**src/rtl/core/inssort_pkg.sv**
```systemverilog
// Shared types and constants for the insertion sorter.
package inssort_pkg;

   localparam int CAPACITY   = 64;
   localparam int DATA_WIDTH = 32;

   typedef logic signed [DATA_WIDTH-1:0] data_type;

   typedef struct packed {
      logic insert;
      logic shift;
   } cell_ctrl_type;

   typedef enum logic {
      ST_FILL,
      ST_DRAIN
   } state_type;

endpackage

```
**src/rtl/core/inssort_cell.sv**
```systemverilog
// One cell of the insertion chain: holds one sorted entry and its valid bit.
module inssort_cell (
   input  logic                     clock,
   input  logic                     reset,
   input  inssort_pkg::cell_ctrl_type ctrl,
   input  inssort_pkg::data_type    new_value,
   input  inssort_pkg::data_type    prev_data,
   input  logic                     prev_valid,
   input  logic                     prev_gt,
   input  inssort_pkg::data_type    next_data,
   input  logic                     next_valid,
   output inssort_pkg::data_type    data,
   output logic                     valid,
   output logic                     gt
);

   inssort_pkg::data_type data_ff, data_in;
   logic                  valid_ff, valid_in;

   // empty cells count as greater, so the new item lands after all stored ones <= it
   assign gt = !valid_ff || (data_ff > new_value);

   always_comb begin
      data_in  = data_ff;
      valid_in = valid_ff;
      priority if (ctrl.shift) begin
         data_in  = next_data;
         valid_in = next_valid;
      end else if (ctrl.insert && gt) begin
         data_in  = prev_gt ? prev_data : new_value;
         valid_in = valid_ff | prev_valid;
      end else begin
         data_in  = data_ff;
         valid_in = valid_ff;
      end
   end

   always_ff @(posedge clock) begin
      data_ff <= data_in;
   end

   always_ff @(posedge clock) begin
      if (reset) begin
         valid_ff <= 1'b0;
      end else begin
         valid_ff <= valid_in;
      end
   end

   assign data  = data_ff;
   assign valid = valid_ff;

endmodule

```
**config.mk**
```make
export PLATFORM = sky130hd
export DESIGN_NAME = inssort_cell
export DESIGN_NICKNAME = d
export VERILOG_FILES = /design/src/rtl/core/inssort_pkg.sv /design/src/rtl/core/inssort_cell.sv
export SDC_FILE = /design/constraint.sdc
export NUM_CORES = 1
export LEC_CHECK = 0
export BUFFER_PORTS_ARGS = -buffer_cell sky130_fd_sc_hd__buf_4
export CELL_PAD_IN_SITES_DETAIL_PLACEMENT = 0
export CELL_PAD_IN_SITES_GLOBAL_PLACEMENT = 1
export CORE_MARGIN = 10
export CORE_UTILIZATION = 25
export CTS_CLUSTER_SIZE = 10
export DETAILED_ROUTE_END_ITERATION = 8
export PLACE_DENSITY = 0.62
export SLEW_MARGIN = 20
export SYNTH_ARGS = -nofsm -noshare
export SYNTH_HDL_FRONTEND = slang
export SYNTH_SLANG_ARGS = --single-unit
export TNS_END_PERCENT = 30
```
**constraint.sdc**
```tcl
create_clock -name clock -period 5.35 [get_ports clock]
set_clock_uncertainty 0.05 [all_clocks]
set_input_delay 0 -clock clock [delete_from_list [all_inputs] [get_ports clock]]
set_output_delay 0 -clock clock [all_outputs]
set_load 0.1 [all_outputs]
```
==> results of run 1 <==
[worst min-delay path by stage]
stage | startpoint | to | slack (ns)
after global routing | next_data[18] | data[18] | 0.01
after global placement | reset | valid | 0.11
after detailed placement | reset | valid | 0.11
final | next_data[18] | data[18] | -0.003
after CTS | next_data[17] | data[17] | 0.004
after floorplan | reset | valid | 0.02
[stage by stage]
stage          hold WS, ns  area [um^2]
2_1_floorplan      0.02238         2481
3_3_place_gp        0.1117         3645
3_5_place_dp        0.1115         3645
4_1_cts           0.003809         4041
5_1_grt            0.01305         4041
6_report         -0.002719         4041
[cell type report]
type                            instances  area, um^2
Sequential cell                        33       980.9
Inverter                               35       131.4
Tap cell                              133       166.4
Clock buffer                            6       72.57
Timing Repair Buffer                  169        1349
Clock inverter                          1       3.754
Fill cell                            1015        5688
Multi-Input combinational cell        185        1338
[tightest hold or removal path: stages]
cell and delay [ns]:
buf_4 0.08, nand2_1 0.04, o21ai_0 0.09
[cells in the mapped netlist (all sizes together), types with 2 or more instances]
master	n
inv	35
a21o	2
o21ai	39
mux2i	32
a21oi	15
a211oi	2
buf	3
ha	32
nor2	5
clkbuf	8
nand3	3
nor4	2
nand2	40
nand4	6
edfxtp	32
[flip-flops by register name (all words and copies together), names as in the netlist]
register,count
data,32
valid,1
[layer usage]
layer  wire (um)  part of all wire (%)
met5           0                     0
met4          76                  0.91
met3         648                   7.8
met2        3923                    47
met1        3672                    44
[what timing repair did]
item / in CTS / in global routing
hold endpoints to repair: 31 / 0
setup endpoints to repair: 0 / 0
hold buffers: 32 / 0
gates resized for setup: 0 / 0
[kinds of logic (layout without fill, tap and decap cells)]
group                      Yosys count  in the layout  share of synthesized area [%]
adders and majority gates           32             32                          16.14
muxes                               32             32                          12.91
and+or+nand+nor                     59             59                          10.29
DFF                                 33             33                          39.54
AOI/OAI and AO/OA                   62             62                          14.02
buffers and inverters               46            211                          7.110
[power groups by stage]
stage	Clock [uW]	Sequential (uW)	Combinational [uW]
2_1_floorplan	0	563	116
3_3_place_gp	0	344	483
3_5_place_dp	0	346	483
4_1_cts	183	341	504
5_1_grt	192	345	534
6_report	174	341	496
==> impl_results.md, run 1 <==
- Hold path depth: 3
- Fin util: 41.54%
- Syn nets: 399
- Worst Max-Slew Pin Slew: 0.8715 ns
- DR WL/cell: 14.81 um
- Clock input transition at the sequential cells of the worst setup and hold paths: 0.06 ns
- Placed cell count: 523
- P_int: 568.2 uW
- Busiest layer in global routing: met2
- CP required: 5.27 ns
- Reg2Reg Setup Slack: 2.08 ns
- Overall Global Routing Usage: 11.29%
- Flop pwr share: 33.7%
- Residual DRC: 0
- Vias/cell: 4.320
- Post-synthesis cell area: 2481 um^2
- Finished Layout Cells: 562
- Hold_ws: -0.002719 ns
- Core Region: 9729 um^2
- Cells after Synth: 264
- Worst setup EP type: flop
- Die area: 14310 um^2
- Final Cycle Share: 61.05%
- First-pass GRT wire length: 13300 um
- Post-synth cell types: 27
- RSZ-0062 raised after global routing: no
- Most common library cell in the layout ignoring fill and taps: buf_4
- Ports: 137
- Fmax achieved: 306.1 MHz
- Clock root cell: clkbuf_8
- Worst min-delay path class: input pin to flop
- Layout cells sized above 1: 34.03%
- HPWL Detailed: 6731 um
- Largest net degree at the start of global routing: 68
- Cts bufs inserted: 5
- Crit-path cells: ha_1 -> nand4_1 -> nor4_1 -> a211o_1 -> a211oi_2 -> o31ai_4 -> buf_4
- Die H: 119.6 um
- CP peak stage delay: 0.78 ns
- Synth top area share: 38.73%
- Post-Syn Area per Cell: 9.398 um^2
- Vias in the first global route: 2640
- Post-Route WL: 8321 um
- Stages on worst setup path: 7
- Final net count: 564
- P_sw: 442.9 uW
- Starting Density: 25.50%
- Reg2Reg Depth: 7
- Port-buffer cells: 136
- Fin. Hold Viols: 1
- Largest delay share family, worst path: compound AO/OA/AOI/OAI gates
- Outcome: finished, violations left
- Period minus WS final: 3.266 ns
- Post-synth top flop: edfxtp_1
- PwrDens: 250.2 nW/um^2
- Global routing met2 resource utilization: 19.02%
- CTS tree: yes
- Reg-to-reg startpoint: data[14]
- #FFs+latches synth: 33
- Pwr Total: 1011 uW
- Ys Warns: 0
- N_diodes: 0
- Cell row count: 36
- Worst Setup SP: data[14]
- Worst path slowest cell: o31ai_4
- Failing checks: hold timing
- Asr flop ratio synth: 0%
- Post-synth EDFFs: 32
- Pre-CTS setup slack: 2.013 ns
- Max Buffers Root-to-Sink: 2
- Dominant cell type by area after synthesis: edfxtp_1
- Seq/Total Area, Yosys: 39.54%
- CP Launch Type: flop
- Most frequent cells in the layout: buf_4, nand2_1, o21ai_0
- Syn-to-layout area delta: 62.88%
- Peak VDD IR: 102.2 uV
- Critical Path Sink: data[16]
- LEAKAGE: 0.002016 uW
- Crit path buffers/inverters: 1
- CP arrival: 3.18 ns
- Switching power as a share of total power: 43.81%
- DRT antenna net count: 0
- Grt ovf: 0
- Crit path kind: flop to flop
- Initial DRT Pass Iterations: 4
- Clock power share: 17.2%
- Logic pwr share: 49.1%
- Max-capacitance violation count: 0
- Final setup vio count: 0
- Initial drt markers: 69
- Worst rel slew slack: 41.90%
- RR Endpoint: data[16]
- CTS H-tree lvls: 2
- Max-slew violation count: 0
- Number of setup buffers added after CTS: 0
- Final TNS setup: 0 ns
- Grt met1 use: 13.23%
- Placer Congestion: 0.7127
- Vias: 2428
- Clk sink count: 33
- CP max FO: 17
- Worst skew pair latency: 0.28 ns
- Top cells by area, synth: edfxtp_1, ha_1, mux2i_1, o21ai_0, nand2_1
- Width of the die: 119.6 um
- M3 GR Usage: 4.360%
- Number of antenna violations at the first check in global routing: 0
- PnR worst setup slack: 2.084 ns
(Power assumes the default switching activity.)
==> run 2: changes to the inputs <==
- PLACE_DENSITY: 0.62 -> 0.64
- clock period: 5.35 -> 2.7 ns (I/O delays scaled with it)
==> impl_results.md, run 2 (synthesized netlist as in run 1, its figures left out) <==
- Outcome: finished, final reports clean
- CTS H-tree lvls: 2 (unchanged)
- HPWL Detailed: 6847 um (+1.7%)
- Max Buffers Root-to-Sink: 2 (unchanged)
- Core Region: 9729 um^2 (unchanged)
- CP Launch Type: flop
- Period minus WS final: 2.546 ns
- Clock input transition at the sequential cells of the worst setup and hold paths: 0.06 ns (about the same)
- Fin util: 42.14% (+0.60 points)
- CTS tree: yes
- PwrDens: 494.3 nW/um^2 (+98%)
- Layout cells sized above 1: 35.66% (+1.6 points)
- Final Cycle Share: 94.29%
- Overall Global Routing Usage: 11.11% (-0.18 points)
- Worst rel slew slack: 62.00% (+20 points)
- Clk sink count: 33 (unchanged)
- Initial DRT Pass Iterations: 6 (+2)
- LEAKAGE: 0.002017 uW (about the same)
- Fin. Hold Viols: 0 (-1)
- Crit path kind: flop to primary output
- Die area: 14310 um^2 (unchanged)
- Width of the die: 119.6 um (unchanged)
- Worst setup EP type: primary output
- Max-slew violation count: 0 (unchanged)
- Worst min-delay path class: input pin to flop
- Largest net degree at the start of global routing: 68 (unchanged)
- DR WL/cell: 14.92 um (+0.77%)
- Most frequent cells in the layout: buf_4, nand2_1, inv_1
- Number of antenna violations at the first check in global routing: 0 (unchanged)
- Die H: 119.6 um (unchanged)
- Vias: 2428 (unchanged)
- Worst Max-Slew Pin Slew: 0.5700 ns (-0.3015 ns)
- Max-capacitance violation count: 0 (unchanged)
- CP required: 2.65 ns (-2.62 ns)
- Pwr Total: 2027 uW (+100%)
- N_diodes: 0 (unchanged)
- Ports: 137 (unchanged)
- CP max FO: 2 (-15)
- Clock root cell: clkbuf_8
- Cts bufs inserted: 5 (unchanged)
- Vias in the first global route: 2703 (+2.4%)
- Final net count: 564 (unchanged)
- Post-Route WL: 8385 um (+0.77%)
- Starting Density: 25.50% (unchanged)
- Grt ovf: 0 (unchanged)
- Placer Congestion: 0.7354 (+3.2%)
- Max reg flops: 32 (unchanged)
- Initial drt markers: 63 (-8.7%)
- Residual DRC: 0 (unchanged)
- Vias/cell: 4.320 (unchanged)
- Final setup vio count: 0 (unchanged)
- Syn-to-layout area delta: 65.25%
- DRT antenna net count: 0 (unchanged)
- Worst skew pair latency: 0.28 ns (about the same)
- Peak VDD IR: 207.9 uV (+100%)
- CP arrival: 2.50 ns (-0.68 ns)
- Most common library cell in the layout ignoring fill and taps: buf_4
- Fmax achieved: 392.8 MHz
- Port-buffer cells: 136 (unchanged)
- Number of setup buffers added after CTS: 0 (unchanged)
- Cell row count: 36 (unchanged)
- First-pass GRT wire length: 13040 um (-1.9%)
==> run 2: repair_timing <==
item | CTS | global route
resized for setup | 0 | 2
endpoints found under the setup margin | 0 | 33
endpoints found under the hold margin | 30 | 0
hold buffers | 31 | 0
==> run 2: cell type report <==
type,count,area (um^2)
Fill cell,995,5629
Sequential cell,33,980.9
Multi-Input combinational cell,185,1399
Inverter,35,131.4
Clock inverter,1,3.754
Tap cell,133,166.4
Clock buffer,6,72.57
Timing Repair Buffer,169,1346
==> run 2: where the power goes <==
group | switching (uW) | internal, uW | leakage, uW | total [uW]
registers | 37.0 | 639 | 0.000344 | 676
clock network | 171 | 174 | 0.0000387 | 345
logic | 681 | 324 | 0.00163 | 1010
total | 890 | 1140 | 0.00202 | 2030
==> run 2: routing by layer <==
layer / part of all wire [%] / track usage (%)
met2: 50 / 19.94
met5: 0 / 0
met1: 42 / 12.19
met3: 6.6 / 3.938
met4: 1.2 / 2.715
==> run 2: path summary, 6_finish.rpt <==
kind | endpoint | slack, ns | cells past startpoint | from
min | data[15] | 0.008 | 3 | next_data[15]
min reg2reg | data[26] | 0.95 | 4 | valid
max | gt | 0.15 | 8 | data[7]
max reg2reg | data[18] | 0.17 | 8 | data[7]
==> run 2: critical path: stages, from the launching register on <==
cell      delay [ns]
edfxtp_1        0.39
ha_1            0.30
a21oi_1         0.17
o21ai_0         0.11
a221o_1         0.34
a211o_1         0.28
a211oi_4        0.30
o21ai_2         0.10
buf_4           0.24
==> run 2: through the flow <==
step | std cells | worst slack, ns | area [um^2] | setup TNS, ns | hold WS [ns]
finish | 562 | 0.1541 | 4100 | 0 | 0.008405
global route | 562 | -0.005289 | 4100 | -0.03640 | 0.02345
CTS | 562 | 0.08084 | 4093 | 0 | 0.009480
detailed placement | 524 | 0.1163 | 3706 | 0 | 0.1135
global placement | 524 | 0.1560 | 3706 | 0 | 0.1128
floorplan | 264 | -0.6406 | 2549 | -20.67 | 0.02238
